===== src/static_linked_list_free_list_assert.svh =====
// ---------------------------------------------------------------------------
// Assertion macros for the static linked list
// Shorthand for clocked assertions that are disabled while reset is low.
// ---------------------------------------------------------------------------
`ifndef STATIC_LINKED_LIST_FREE_LIST_ASSERT_SVH
`define STATIC_LINKED_LIST_FREE_LIST_ASSERT_SVH

// A condition that must hold at every clock edge out of reset.
`define SLL_ASSERT_ALWAYS(lbl, cond, msg) \
    lbl: assert property (@(posedge clk) disable iff (!rst_n) (cond)) else $error(msg);

// A consequent that must hold in the same cycle as its antecedent.
`define SLL_ASSERT_IMPL(lbl, ante, cons, msg) \
    lbl: assert property (@(posedge clk) disable iff (!rst_n) (ante) |-> (cons)) \
        else $error(msg);

// A consequent that must hold in the cycle after its antecedent.
`define SLL_ASSERT_NEXT(lbl, ante, cons, msg) \
    lbl: assert property (@(posedge clk) disable iff (!rst_n) (ante) |=> (cons)) \
        else $error(msg);

`endif


===== src/sll_pkg.sv =====
// ---------------------------------------------------------------------------
// Static linked list package
// Field widths, operation codes, sequencer states and defaults.
// ---------------------------------------------------------------------------
package sll_pkg;

    localparam int DEF_MAX_ENTRIES = 16;
    localparam int DEF_VALUE_BITS  = 32;

    localparam int KIND_W   = 2;
    localparam int POS_W    = 8;
    localparam int VAL_W    = 32;
    localparam int LEN_W    = 5;
    localparam int CAP_W    = 5;
    localparam int APB_AW   = 3;
    localparam int APB_DW   = 32;

    localparam int CAPACITY_RESET = 16;

    // Word index of the capacity register.
    localparam logic REG_CAPACITY = 1'b0;

    typedef enum logic [KIND_W-1:0] {
        KIND_INSERT = 2'd0,
        KIND_GET    = 2'd1,
        KIND_DELETE = 2'd2,
        KIND_CLEAR  = 2'd3
    } kind_t;

    typedef enum logic [2:0] {
        ST_IDLE,
        ST_START,
        ST_WALK,
        ST_FIX,
        ST_FETCH,
        ST_RESP
    } state_t;

endpackage


===== src/sll_req_if.sv =====
// ---------------------------------------------------------------------------
// Static linked list request channel
// Valid/ready channel carrying one operation request.
// ---------------------------------------------------------------------------
interface sll_req_if
    import sll_pkg::*;
();
    logic              valid;
    logic              ready;
    logic [KIND_W-1:0] kind;
    logic [POS_W-1:0]  pos;
    logic [VAL_W-1:0]  value;

    modport source (output valid, output kind, output pos, output value, input ready);
    modport sink   (input valid, input kind, input pos, input value, output ready);
endinterface


===== src/sll_rsp_if.sv =====
// ---------------------------------------------------------------------------
// Static linked list response channel
// Valid/ready channel carrying one result per request.
// ---------------------------------------------------------------------------
interface sll_rsp_if
    import sll_pkg::*;
();
    logic             valid;
    logic             ready;
    logic             ok;
    logic [VAL_W-1:0] value_out;
    logic [LEN_W-1:0] length;
    logic [LEN_W-1:0] free_head;

    modport source (output valid, output ok, output value_out, output length,
                    output free_head, input ready);
    modport sink   (input valid, input ok, input value_out, input length,
                    input free_head, output ready);
endinterface


===== src/sll_ram.sv =====
// ---------------------------------------------------------------------------
// Generic RAM
// One write port and one read port with registered read data.
// ---------------------------------------------------------------------------
module sll_ram #(
    parameter int WIDTH = 32,
    parameter int DEPTH = 17
) (
    input  logic                     clk,
    input  logic                     we,
    input  logic [$clog2(DEPTH)-1:0] waddr,
    input  logic [WIDTH-1:0]         wdata,
    input  logic [$clog2(DEPTH)-1:0] raddr,
    output logic [WIDTH-1:0]         rdata
);

    logic [WIDTH-1:0] mem_reg [DEPTH];
    logic [WIDTH-1:0] rdata_reg;

    always_ff @(posedge clk)
    begin
        if (we)
        begin
            mem_reg[waddr] <= wdata;
        end
        rdata_reg <= mem_reg[raddr];
    end

    assign rdata = rdata_reg;

endmodule


===== src/static_linked_list_free_list.sv =====
// ---------------------------------------------------------------------------
// Static linked list with free list
// Array-backed singly linked list: insert, get, delete and clear requests,
// one result per request, with a free list that recycles deleted slots.
// ---------------------------------------------------------------------------
//
//   Channel  Dir  Handshake        Payload
//   -------  ---  ---------------  -------------------------------------
//   req      in   valid / ready    kind, pos, value
//   rsp      out  valid / ready    ok, value_out, length, free_head
//   apb      in   psel / penable   paddr, pwdata, prdata (capacity reg)
//
// A request passes the start step, the link walk to min(pos, length), a fix
// step (insert) or fetch step (get, delete), and the result step; clear or a
// rejected request goes from start to the result step. The walk follows one
// link per cycle through the registered read port of the link RAM.
// Reset leaves the list empty with the free chain 1..capacity; no clearing
// pass is needed, so requests are accepted right after reset.
// A new request is accepted while the previous result still waits in the
// output register; a stalled result only holds the sequencer in its last step.
//
module static_linked_list_free_list
    import sll_pkg::*;
#(
    parameter int MAX_ENTRIES = DEF_MAX_ENTRIES,
    parameter int VALUE_BITS  = DEF_VALUE_BITS
) (
    input  logic              clk,
    input  logic              rst_n,
    input  logic              psel,
    input  logic              penable,
    input  logic              pwrite,
    input  logic [APB_AW-1:0] paddr,
    input  logic [APB_DW-1:0] pwdata,
    output logic [APB_DW-1:0] prdata,
    output logic              pready,
    sll_req_if.sink           req,
    sll_rsp_if.source         rsp
);

`include "static_linked_list_free_list_assert.svh"

    // Slot 0 is the header, slots 1..MAX_ENTRIES hold elements.
    localparam int DEPTH = MAX_ENTRIES + 1;
    localparam int IW    = $clog2(MAX_ENTRIES + 1);
    localparam int CW    = $clog2(MAX_ENTRIES + 2);
    localparam logic [CW-1:0] CAP_RST =
        CW'((MAX_ENTRIES < CAPACITY_RESET) ? MAX_ENTRIES : CAPACITY_RESET);
    localparam logic [IW-1:0] SLOT_FIRST = IW'(1);
    localparam logic [CW-1:0] HWM_FIRST  = CW'(1);

    // Control state.
    state_t            state_reg, state_next;
    logic [CAP_W-1:0]  capacity_reg, capacity_next;
    logic [CW-1:0]     cap_reg, cap_next;
    logic [CW-1:0]     count_reg, count_next;
    logic [IW-1:0]     free_head_reg, free_head_next;
    logic [CW-1:0]     hwm_reg, hwm_next;
    logic [IW-1:0]     head_link_reg, head_link_next;
    logic              out_valid_reg, out_valid_next;

    // Request payload and walk state.
    kind_t             kind_reg, kind_next;
    logic [POS_W-1:0]  pos_reg, pos_next;
    logic [VALUE_BITS-1:0] val_reg, val_next;
    logic [IW-1:0]     cur_reg, cur_next;
    logic [POS_W-1:0]  steps_reg, steps_next;
    logic [IW-1:0]     newhead_reg, newhead_next;
    logic [IW-1:0]     obj_reg, obj_next;
    logic              ok_reg, ok_next;
    logic [VALUE_BITS-1:0] vout_reg, vout_next;

    // Output register payload.
    logic              out_ok_reg, out_ok_next;
    logic [VAL_W-1:0]  out_vout_reg, out_vout_next;
    logic [LEN_W-1:0]  out_len_reg, out_len_next;
    logic [LEN_W-1:0]  out_fh_reg, out_fh_next;

    // RAM ports.
    logic                  v_we;
    logic [IW-1:0]         v_waddr, v_raddr;
    logic [VALUE_BITS-1:0] v_wdata, v_rdata;
    logic                  l_we;
    logic [IW-1:0]         l_waddr, l_raddr, l_wdata, l_rdata;
    logic                  f_we;
    logic [IW-1:0]         f_waddr, f_raddr, f_wdata, f_rdata;

    logic [IW-1:0]     nx;
    logic [IW-1:0]     virt_next;
    logic              fresh;
    logic [CW-1:0]     cap_clamped;
    logic              cfg_write;

    sll_ram #(.WIDTH(VALUE_BITS), .DEPTH(DEPTH)) u_value_ram (
        .clk   (clk),
        .we    (v_we),
        .waddr (v_waddr),
        .wdata (v_wdata),
        .raddr (v_raddr),
        .rdata (v_rdata)
    );

    sll_ram #(.WIDTH(IW), .DEPTH(DEPTH)) u_link_ram (
        .clk   (clk),
        .we    (l_we),
        .waddr (l_waddr),
        .wdata (l_wdata),
        .raddr (l_raddr),
        .rdata (l_rdata)
    );

    sll_ram #(.WIDTH(IW), .DEPTH(DEPTH)) u_free_ram (
        .clk   (clk),
        .we    (f_we),
        .waddr (f_waddr),
        .wdata (f_wdata),
        .raddr (f_raddr),
        .rdata (f_rdata)
    );

    // Configuration port. The capacity value only takes effect at reset and
    // at a clear request.
    assign pready    = 1'b1;
    assign cfg_write = psel && penable && pwrite && pready && (paddr[2] == REG_CAPACITY);
    assign prdata    = (paddr[2] == REG_CAPACITY) ? APB_DW'(capacity_reg) : '0;

    assign capacity_next = cfg_write ? pwdata[CAP_W-1:0] : capacity_reg;

    always_comb
    begin
        if (capacity_reg == '0)
        begin
            cap_clamped = CW'(1);
        end
        else if (32'(capacity_reg) > MAX_ENTRIES)
        begin
            cap_clamped = CW'(MAX_ENTRIES);
        end
        else
        begin
            cap_clamped = CW'(capacity_reg);
        end
    end

    // Link out of the current walk position: the header link lives in a
    // register, all other links come from the read issued in the last cycle.
    assign nx = (cur_reg == '0) ? head_link_reg : l_rdata;

    // The free chain is kept lazily. Slots at or above the high-water mark
    // have never been handed out since the last rebuild, so their free link
    // is the initial chain value; slots below it were freed by a delete,
    // which wrote their free link into the RAM.
    assign fresh     = (32'(free_head_reg) >= 32'(hwm_reg));
    assign virt_next = (32'(free_head_reg) < 32'(cap_reg)) ? IW'(free_head_reg + 1'b1) : '0;

    assign req.ready     = (state_reg == ST_IDLE);
    assign rsp.valid     = out_valid_reg;
    assign rsp.ok        = out_ok_reg;
    assign rsp.value_out = out_vout_reg;
    assign rsp.length    = out_len_reg;
    assign rsp.free_head = out_fh_reg;

    always_comb
    begin
        state_next     = state_reg;
        cap_next       = cap_reg;
        count_next     = count_reg;
        free_head_next = free_head_reg;
        hwm_next       = hwm_reg;
        head_link_next = head_link_reg;
        kind_next      = kind_reg;
        pos_next       = pos_reg;
        val_next       = val_reg;
        cur_next       = cur_reg;
        steps_next     = steps_reg;
        newhead_next   = newhead_reg;
        obj_next       = obj_reg;
        ok_next        = ok_reg;
        vout_next      = vout_reg;
        out_valid_next = out_valid_reg && !rsp.ready;
        out_ok_next    = out_ok_reg;
        out_vout_next  = out_vout_reg;
        out_len_next   = out_len_reg;
        out_fh_next    = out_fh_reg;

        v_we    = 1'b0;
        v_waddr = '0;
        v_wdata = val_reg;
        v_raddr = '0;
        l_we    = 1'b0;
        l_waddr = '0;
        l_wdata = '0;
        l_raddr = '0;
        f_we    = 1'b0;
        f_waddr = '0;
        f_wdata = free_head_reg;
        // The free link of the head slot is always being fetched, so it is
        // ready in the cycle after an insert is accepted.
        f_raddr = free_head_reg;

        unique case (state_reg)
            ST_IDLE:
            begin
                if (req.valid)
                begin
                    kind_next  = kind_t'(req.kind);
                    pos_next   = req.pos;
                    val_next   = VALUE_BITS'(req.value);
                    state_next = ST_START;
                end
            end

            ST_START:
            begin
                ok_next    = 1'b0;
                vout_next  = '0;
                cur_next   = '0;
                steps_next = '0;
                unique case (kind_reg) inside
                    KIND_CLEAR:
                    begin
                        cap_next       = cap_clamped;
                        count_next     = '0;
                        head_link_next = '0;
                        free_head_next = SLOT_FIRST;
                        hwm_next       = HWM_FIRST;
                        ok_next        = 1'b1;
                        state_next     = ST_RESP;
                    end
                    KIND_INSERT:
                    begin
                        if ((32'(count_reg) >= 32'(cap_reg)) || (free_head_reg == '0))
                        begin
                            state_next = ST_RESP;
                        end
                        else
                        begin
                            newhead_next = fresh ? virt_next : f_rdata;
                            v_we         = 1'b1;
                            v_waddr      = free_head_reg;
                            state_next   = ST_WALK;
                        end
                    end
                    KIND_GET, KIND_DELETE:
                    begin
                        if (32'(pos_reg) >= 32'(count_reg))
                        begin
                            state_next = ST_RESP;
                        end
                        else
                        begin
                            state_next = ST_WALK;
                        end
                    end
                    default:
                    begin
                        state_next = ST_RESP;
                    end
                endcase
            end

            ST_WALK:
            begin
                if ((steps_reg == pos_reg) || (nx == '0))
                begin
                    if (kind_reg == KIND_INSERT)
                    begin
                        // New slot points where the current slot pointed.
                        l_we       = 1'b1;
                        l_waddr    = free_head_reg;
                        l_wdata    = nx;
                        state_next = ST_FIX;
                    end
                    else
                    begin
                        // Fetch the element and its onward link.
                        obj_next   = nx;
                        l_raddr    = nx;
                        v_raddr    = nx;
                        state_next = ST_FETCH;
                    end
                end
                else
                begin
                    cur_next   = nx;
                    steps_next = steps_reg + 1'b1;
                    l_raddr    = nx;
                end
            end

            ST_FIX:
            begin
                if (cur_reg == '0)
                begin
                    head_link_next = free_head_reg;
                end
                else
                begin
                    l_we    = 1'b1;
                    l_waddr = cur_reg;
                    l_wdata = free_head_reg;
                end
                if (fresh)
                begin
                    hwm_next = CW'(32'(free_head_reg) + 1);
                end
                free_head_next = newhead_reg;
                count_next     = count_reg + 1'b1;
                ok_next        = 1'b1;
                state_next     = ST_RESP;
            end

            ST_FETCH:
            begin
                vout_next = v_rdata;
                ok_next   = 1'b1;
                if (kind_reg == KIND_DELETE)
                begin
                    if (cur_reg == '0)
                    begin
                        head_link_next = l_rdata;
                    end
                    else
                    begin
                        l_we    = 1'b1;
                        l_waddr = cur_reg;
                        l_wdata = l_rdata;
                    end
                    // Freed slot goes to the front of the free chain.
                    f_we           = 1'b1;
                    f_waddr        = obj_reg;
                    free_head_next = obj_reg;
                    count_next     = count_reg - 1'b1;
                end
                state_next = ST_RESP;
            end

            ST_RESP:
            begin
                if (!out_valid_reg || rsp.ready)
                begin
                    out_valid_next = 1'b1;
                    out_ok_next    = ok_reg;
                    out_vout_next  = VAL_W'(vout_reg);
                    out_len_next   = LEN_W'(32'(count_reg));
                    out_fh_next    = LEN_W'(32'(free_head_reg));
                    state_next     = ST_IDLE;
                end
            end

            default:
            begin
                state_next = ST_IDLE;
            end
        endcase
    end

    always_ff @(posedge clk or negedge rst_n)
    begin
        if (!rst_n)
        begin
            state_reg     <= ST_IDLE;
            capacity_reg  <= CAP_W'(CAPACITY_RESET);
            cap_reg       <= CAP_RST;
            count_reg     <= '0;
            free_head_reg <= SLOT_FIRST;
            hwm_reg       <= HWM_FIRST;
            head_link_reg <= '0;
            out_valid_reg <= 1'b0;
        end
        else
        begin
            state_reg     <= state_next;
            capacity_reg  <= capacity_next;
            cap_reg       <= cap_next;
            count_reg     <= count_next;
            free_head_reg <= free_head_next;
            hwm_reg       <= hwm_next;
            head_link_reg <= head_link_next;
            out_valid_reg <= out_valid_next;
        end
    end

    always_ff @(posedge clk)
    begin
        kind_reg     <= kind_next;
        pos_reg      <= pos_next;
        val_reg      <= val_next;
        cur_reg      <= cur_next;
        steps_reg    <= steps_next;
        newhead_reg  <= newhead_next;
        obj_reg      <= obj_next;
        ok_reg       <= ok_next;
        vout_reg     <= vout_next;
        out_ok_reg   <= out_ok_next;
        out_vout_reg <= out_vout_next;
        out_len_reg  <= out_len_next;
        out_fh_reg   <= out_fh_next;
    end

    // The element count never exceeds the capacity.
    `SLL_ASSERT_ALWAYS(a_count_le_cap, count_reg <= cap_reg, "count exceeds capacity")
    // The free chain is empty only when every slot holds an element.
    `SLL_ASSERT_IMPL(a_free_empty_full, free_head_reg == '0, count_reg == cap_reg,
                     "free chain empty while slots remain")
    // The high-water mark stays within one past the last slot.
    `SLL_ASSERT_ALWAYS(a_hwm_range, 32'(hwm_reg) <= 32'(cap_reg) + 1,
                       "high-water mark out of range")
    // An accepted request starts the sequencer in the next cycle.
    `SLL_ASSERT_NEXT(a_accept_start, req.valid && req.ready, state_reg == ST_START,
                     "accepted request did not start")
    // A result appears in the output register only from the result step.
    `SLL_ASSERT_IMPL(a_result_from_resp, $rose(out_valid_reg), $past(state_reg == ST_RESP),
                     "result loaded outside the result step")

endmodule

===== src/flat_wrapper.sv =====
// flat-port wrapper written by rule: the top's interface ports become plain ports
module static_linked_list_free_list_flat import sll_pkg::*;
#(
    parameter int MAX_ENTRIES = DEF_MAX_ENTRIES,
    parameter int VALUE_BITS  = DEF_VALUE_BITS
)
  (clk, rst_n, psel, penable, pwrite, paddr, pwdata, prdata, pready, req_valid, req_kind, req_pos, req_value, req_ready, rsp_valid, rsp_ok, rsp_value_out, rsp_length, rsp_free_head, rsp_ready);
  sll_req_if req_i ();
  sll_rsp_if rsp_i ();
  input  logic clk;
  input  logic rst_n;
  input  logic psel;
  input  logic penable;
  input  logic pwrite;
  input  logic [APB_AW-1:0] paddr;
  input  logic [APB_DW-1:0] pwdata;
  output logic [APB_DW-1:0] prdata;
  output logic pready;
  input wire logic [$bits(req_i.valid)-1:0] req_valid;
  input wire logic [$bits(req_i.kind)-1:0] req_kind;
  input wire logic [$bits(req_i.pos)-1:0] req_pos;
  input wire logic [$bits(req_i.value)-1:0] req_value;
  output wire logic [$bits(req_i.ready)-1:0] req_ready;
  output wire logic [$bits(rsp_i.valid)-1:0] rsp_valid;
  output wire logic [$bits(rsp_i.ok)-1:0] rsp_ok;
  output wire logic [$bits(rsp_i.value_out)-1:0] rsp_value_out;
  output wire logic [$bits(rsp_i.length)-1:0] rsp_length;
  output wire logic [$bits(rsp_i.free_head)-1:0] rsp_free_head;
  input wire logic [$bits(rsp_i.ready)-1:0] rsp_ready;
  assign req_i.valid = req_valid;
  assign req_i.kind = req_kind;
  assign req_i.pos = req_pos;
  assign req_i.value = req_value;
  assign req_ready = req_i.ready;
  assign rsp_valid = rsp_i.valid;
  assign rsp_ok = rsp_i.ok;
  assign rsp_value_out = rsp_i.value_out;
  assign rsp_length = rsp_i.length;
  assign rsp_free_head = rsp_i.free_head;
  assign rsp_i.ready = rsp_ready;
  static_linked_list_free_list #(.MAX_ENTRIES(MAX_ENTRIES), .VALUE_BITS(VALUE_BITS)) u_core (.clk(clk), .rst_n(rst_n), .psel(psel), .penable(penable), .pwrite(pwrite), .paddr(paddr), .pwdata(pwdata), .prdata(prdata), .pready(pready), .req(req_i), .rsp(rsp_i));
endmodule

===== config.mk =====
export PLATFORM = sky130hd
export DESIGN_NAME = static_linked_list_free_list_flat
export DESIGN_NICKNAME = d
export VERILOG_FILES = /design/src/sll_pkg.sv /design/src/sll_req_if.sv /design/src/sll_rsp_if.sv /design/src/sll_ram.sv /design/src/static_linked_list_free_list.sv /design/src/flat_wrapper.sv
export VERILOG_INCLUDE_DIRS = /design/src /design/src/src
export SDC_FILE = /design/constraint.sdc
export NUM_CORES = 1
export LEC_CHECK = 0
export BUFFER_PORTS_ARGS = -buffer_cell sky130_fd_sc_hd__clkbuf_2
export CAP_MARGIN = 20
export CORE_MARGIN = 2
export CORE_UTILIZATION = 59
export CTS_BUF_LIST = sky130_fd_sc_hd__clkbuf_4
export DETAILED_ROUTE_END_ITERATION = 10
export GPL_TIMING_DRIVEN = 0
export PLACE_DENSITY = 0.78
export SLEW_MARGIN = 5
export SYNTH_ARGS = -nofsm -noshare
export SYNTH_HDL_FRONTEND = slang
export SYNTH_SLANG_ARGS = --single-unit

===== constraint.sdc =====
create_clock -name clk -period 7.18 [get_ports clk]
set_clock_uncertainty 0.15 [all_clocks]
set_input_delay 0 -clock clk [delete_from_list [all_inputs] [get_ports clk]]
set_output_delay 0 -clock clk [all_outputs]
set_load 0.03 [all_outputs]

## Word level (Yosys, flattened, before mapping)

Memory sizes are Yosys's and may differ from the RTL's. A register that Yosys moved wholly into a read port is not among the register bits.
Cells that the tools add are included.
Widths: inputs -> output; s select.

- Bits in registers: 175
- RAM bits: 714
- Input port bits: 84
- Output and inout port bits: 78
- Word-level logic and storage cells: 159
- Memories kept: 3

- Add/subtract/negate cells: 5
- $lt $le $gt $ge: 5
- Equality and inequality tests: 18
- Muxes and demuxes: 72
- Bitwise gates (word level): 3
- Reduce and logical (&&, ||, !) cells: 32

Memory list:

| memory | depth | width | rd ports | clocked after memory_dff | write ports | RTL line | RTL |
|---|---|---|---|---|---|---|---|
| u_core.u_value_ram.mem_reg | 17 | 32 | 1 | 1 | 1 | sll_ram.sv:17 | `logic [WIDTH-1:0] mem_reg [DEPTH];` |
| u_core.u_free_ram.mem_reg | 17 | 5 | 1 | 1 | 1 | sll_ram.sv:17 |  |
| u_core.u_link_ram.mem_reg | 17 | 5 | 1 | 1 | 1 | sll_ram.sv:17 |  |

Operator list:

| kind | number |
|---|---|
| $mux 5 | 34 |
| $pmux 5 s3 | 5 |
| $pmux 32 s2 | 1 |
| $logic_not 5->1 | 4 |
| $pmux 5 s2 | 2 |
| $mux 1 | 18 |
| $mux 3 | 6 |
| $pmux 8 s2 | 1 |
| $add 5x1->5 const B | 3 |
| $pmux 3 s5 | 1 |
| $reduce_and 3->1 | 5 |
| $ne 2x1->1 const B | 7 |
| $ge 5x5->1 | 2 |
| $add 8x1->8 const B | 1 |
| $eq 8x8->1 | 1 |
| $ge 8x5->1 | 1 |
| $mux 8 | 1 |
| $reduce_and 2->1 | 4 |
| $reduce_bool 2->1 | 4 |
| $eq 3x2->1 const B | 2 |
| $eq 3x3->1 const B | 2 |
| $pmux 3 s2 | 1 |
| $gt 5x5->1 const B | 1 |
| $lt 5x5->1 | 1 |
| other kinds (16) | 27 |

## Depth between registers and ports, before layout

- Word-level depth: 8
- Gate-level depth with buffers: 13
- Mapped depth without buffers: 11

## Modules after synthesis

A second synthesis with hierarchy kept.

- Cells, all modules: 1,873
- Area, all modules: 36,557.6 µm²

Modules (own cells, without submodules):

| module | times used | cells an instance | area each (µm²) | seq. area each (µm²) |
|---|---|---|---|---|
| sll_ram (u_core.u_value_ram) | 1 | 913 | 21,603.2 | 16,976.3 |
| static_linked_list_free_list | 1 | 584 | 7,835.0 | 5,089.9 |
| sll_ram (u_core.u_free_ram ...) | 2 | 188 | 3,559.7 | 2,652.5 |

## Least setup slack after synthesis

OpenSTA, ideal clock, no wires.

- Path kind: register to register
- Start: register u_core.free_head_reg[1] (netlist: u_core.f_raddr[1])
- End: memory u_core.u_value_ram.mem_reg[16][0], enable pin
- Setup time: 0.513 ns
- Arrival: 5.917 ns
- Required time: 6.517 ns
- Slack: 0.600 ns
- Cell stages (with the launch flop): 11
- Path buffers: 2
- Period minus slack after synthesis: 6.580 ns
- Cells stage by stage: dfrtp_1 -> clkbuf_1 -> buf_1 -> inv_1 -> ha_1 -> a221o_1 -> a31oi_1 -> nand3_1 -> nor2_1 -> nand2_1 -> nor4b_1

- Cells in the longest elaborated chain, start to end: 7
- Elaborated cells on any way between the ends: 10
- Classes of those cells: 8 x mux; 2 x reduce/logical

Ends and longest elaborated chain:

| item | RTL line | RTL |
|---|---|---|
| from (decl) | static_linked_list_free_list.sv:57 | `logic [IW-1:0] free_head_reg, free_head_next;` |
| from (signal assigned) | static_linked_list_free_list.sv:377 | `free_head_reg <= free_head_next;` |
| $logic_not 5->1 | static_linked_list_free_list.sv:232 | `if ((32'(count_reg) >= 32'(cap_reg)) \|\| (free_head_reg == '0))` |
| $logic_or 1x1->1 | static_linked_list_free_list.sv:232 |  |
| $mux 1 | static_linked_list_free_list.sv:232 |  |
| $mux 1 | static_linked_list_free_list.sv:219 | `unique case (kind_reg) inside` |
| $mux 1 | static_linked_list_free_list.sv:201 | `unique case (state_reg)` |
| $mux 1 | sll_ram.sv:22 | `if (we)` |
| $mux 1 (implied by the code) | sll_ram.sv:24 | `mem_reg[waddr] <= wdata;` |
| to (decl) | sll_ram.sv:17 |  |

Several ways; a longest one is shown, not always the timed one.

## Worst setup path in the final report

- Start: register u_core.free_head_reg[1] (netlist: u_core.f_raddr[1])
- End: memory u_core.u_value_ram.mem_reg[16][19], enable pin

The elaborated chain is that of the path after synthesis.

==> flow_metrics.py <==
metrics = {
    "outcome": {
        "status": "finished clean",
    },
    "global_route": {
        "first_global_vias": 23900,
        "use_met3_pct": 7.60,
        "grt.total_usage_pct": 29.7,
        "grtUsageMet2_pct": 48.8,
        "grt_pass1_wl_um": 140000,
        "grt_overflow": 0,
        "gr-max-usage-layer": "met2",
        "antenna_found_initial": 3,
        "use_met1_pct": 37.2,
        "grt_max_degree": 43,
    },
    "timing": {
        "slew_headroom_pct": 21.7,
        "hold_violations": 0,
        "max_freq_mhz": 166,
        "setup_viol": 0,
        "timing.final.ws_setup_ns": 1.16,
        "worst_pin_slew_ns": 1.17,
        "finalMaxSlewViolations": 0,
        "setup_tns_ns": 0,
        "fin_crit_sh_pct": 83.8,
        "rsz0062_at_grt": "false",
        "holdWs_ns": 0.107,
        "period_needed_ns": 6.02,
    },
    "worst_setup_path": {
        "cp_max_fo": 22,
        "r2r_start": "u_core.f_raddr[1]",
        "critPathKind": "reg -> reg",
        "crit_start": "u_core.f_raddr[1]",
        "endpoint_kind": "register",
        "crit_required_ns": 7.85,
        "critPathLaunchType": "register",
        "rrSetupSlack_ns": 1.16,
        "r2r_cells": 13,
        "crit_end": "u_core.u_value_ram.mem_reg[16][19]",
        "reg2reg_to": "u_core.u_value_ram.mem_reg[16][19]",
        "arrival_ns": 6.69,
    },
    "cts": {
        "clock-sinks": 931,
        "postCtsSetupRepairBufs": 0,
        "clock_latency_ns": 1.13,
        "cts_max_level": 4,
        "cts_buffer_depth": 3,
        "cts_buffers": 222,
        "cts_root_buf": "clkbuf_4",
        "cts_tree": "yes",
        "cts.clk_slew.worst_paths_ns": 0.07,
    },
    "final_layout": {
        "nNetsFinal": 2954,
        "nFillCells": 3890,
        "final_cells": 3827,
        "drive_gt1_share_pct": 23.7,
        "syn_to_final_growth_pct": 18.4,
        "largest_reg_flops": 544,
    },
    "drt": {
        "routed-via-count": 23600,
        "ant_nets": 0,
        "routedWlPerCell_um": 24.5,
        "drc_errors": 0,
        "drt_iter0_drc": 2716,
        "wl_um": 93800,
        "dr.pass1.iters": 6,
        "vias_per_cell": 6.16,
    },
    "yosys": {
        "synth_top_area_share_pct": 70.3,
        "synth_cell_types": 85,
        "synth.avg_cell_area_sq_um": 15.9,
        "synth_area_sq_um": 36500,
        "syn_inst": 2301,
        "synthArstFlopShare_pct": 3.65,
        "synth_enable_flop_cells": 855,
        "yosysWarnings": 0,
        "ys_seq_area_share_pct": 75.0,
        "synth_seq_cells": 931,
        "synth_largest_area_cell": "edfxtp_1",
        "synthTopCellsByArea": "edfxtp_1 70%, mux4_2 3.0%, dfxtp_1 2.3%",
        "synth_ff_type": "edfxtp_1",
    },
    "place": {
        "numPlacedInstances": 3257,
        "io_buffer_count": 104,
        "dp_worst_setup_slack_ns": 1.38,
        "gp_congestion": 0.908,
        "dp_hpwl_um": 59900,
    },
    "power_and_ir_drop": {
        "power.leakage_nw": 15.3,
        "ir_worst_vdd_mv": 0.251,
        "power.density_nw_per_um2": 331,
        "total_power_w": 0.0143,
    },
    "floorplan": {
        "die_h_um": 253,
        "core_area_sq_um": 61500,
        "dieArea_sq_um": 63900,
        "start_util_pct": 59.4,
        "die_w_um": 253,
        "num_rows": 91,
        "ios": 162,
    },
    "worst_hold_path": {
        "hold_class": "in -> reg",
    },
    "flow_run": {
        "drv_cap": 0,
    },
}
-- worst min path at each step --
stage / from / depth (start not counted) / to / slack (ns)
finish: req_value[1] / 3 / u_core.v_wdata[1] / 0.11
global route: req_value[1] / 3 / u_core.v_wdata[1] / 0.08
CTS: req_value[1] / 3 / u_core.v_wdata[1] / 0.07
detailed placement: rst_n / 1 / u_core.count_reg[1] / 0.02
global placement: rst_n / 1 / u_core.cap_reg[1] / -0.02
floorplan: rst_n / 0 / u_core.cap_reg[0] / -0.45
-- timing repair --
action,4_1_cts,5_1_grt
hold buffers,150,0
hold endpoints to repair,169,0
resized for setup,0,0
-- power by group --
| group | internal, W | total [W] | switching [W] |
|---|---|---|---|
| Clock | 0.00216 | 0.00433 | 0.00217 |
| Sequential | 0.00674 | 0.00724 | 0.000498 |
| Combinational | 0.000920 | 0.00274 | 0.00182 |
-- through the flow --
step                utilization (%)  area (sq um)
finish                         70.3         43200
global route                   70.3         43200
CTS                            70.3         43200
detailed placement             63.1         38800
global placement               62.0         38100
floorplan                         -         36600
-- critical path: stages, from the launching register on --
cell and delay [ns]:
dfrtp_1 0.88, clkbuf_1 0.55, buf_1 0.58, inv_1 0.22, ha_1 0.25, a221o_1 0.29, a31oi_1 0.28, nand3_1 0.46
nor2_1 0.26, nand2_1 0.29, nor4b_2 0.73, buf_4 0.32, buf_4 0.21, buf_4 0.21
-- final cells by class --
cell class | count | area, sq um | share of cell area [%]
clock inverter | 77 | 410 | 0.949
sequential | 931 | 27400 | 63.3
inverter | 33 | 124 | 0.287
clock buffer | 335 | 2510 | 5.82
multi-input combinational | 1212 | 8500 | 19.7
timing repair buffer | 290 | 2540 | 5.87
antenna | 8 | 20.0 | 0.0463
tap | 790 | 988 | 2.29
buffer | 151 | 769 | 1.78
-- cell families after synthesis --
logic type                 after synthesis  synth area share (%)
adders and majority gates               29                  1.01
DFF                                    931                  75.0
AOI/OAI and AO/OA                      422                  8.78
xor gates and xnor gates                21                 0.504
other                                    2                0.0206
muxes                                   95                  4.31
and+or+nand+nor                        617                  7.95
buffers and inverters                  184                  2.45
-- metal layers --
layer	wire [um]	share of wire [%]
met4	3490	3.7
met5	0	0
met2	46700	50
met1	34300	37
met3	9360	10
-- Yosys cell counts (28+ instances only) --
cell and number:
buf_4 37, nor2_1 193, dfxtp_1 42, inv_1 31, nand3_1 58, a21oi_1 70, o32ai_1 32, nand2_1 188
buf_2 45, o22a_1 31, nor3_1 40, o22ai_1 55, clkbuf_1 57, dfrtp_1 30, mux2i_1 29, and2_1 39
ha_1 28, edfxtp_1 855, mux4_2 48
-- cells in the final DEF, fill, tap and decap left out, types with 13 or more instances in the layout --
cell type,netlist,layout
a211oi_1,27,27
a21oi_1,70,69
a22oi_1,14,14
a2bb2oi_1,23,23
a31o_2,15,15
and2_1,39,38
and3_1,15,15
buf_2,45,46
buf_4,37,50
clkbuf_1,57,57
clkbuf_2,0,104
clkbuf_4,0,335
clkinv_1,1,57
conb_1,2,28
dfrtp_1,30,30
dfxtp_1,42,42
dlygate4sd3_1,0,149
edfxtp_1,855,855
ha_1,28,28
inv_1,31,31
mux2_2,18,18
mux2i_1,29,29
mux4_2,48,48
nand2_1,188,188
nand2b_1,16,16
nand3_1,58,58
nand3b_1,25,25
nor2_1,193,180
nor2_4,0,13
nor3_1,40,35
o2111ai_1,24,24
o21ai_0,18,18
o221a_1,20,20
o22a_1,31,31
o22ai_1,55,52
o32ai_1,32,32
xor2_1,16,16
No activity file was read; power rests on OpenSTA's default activity.
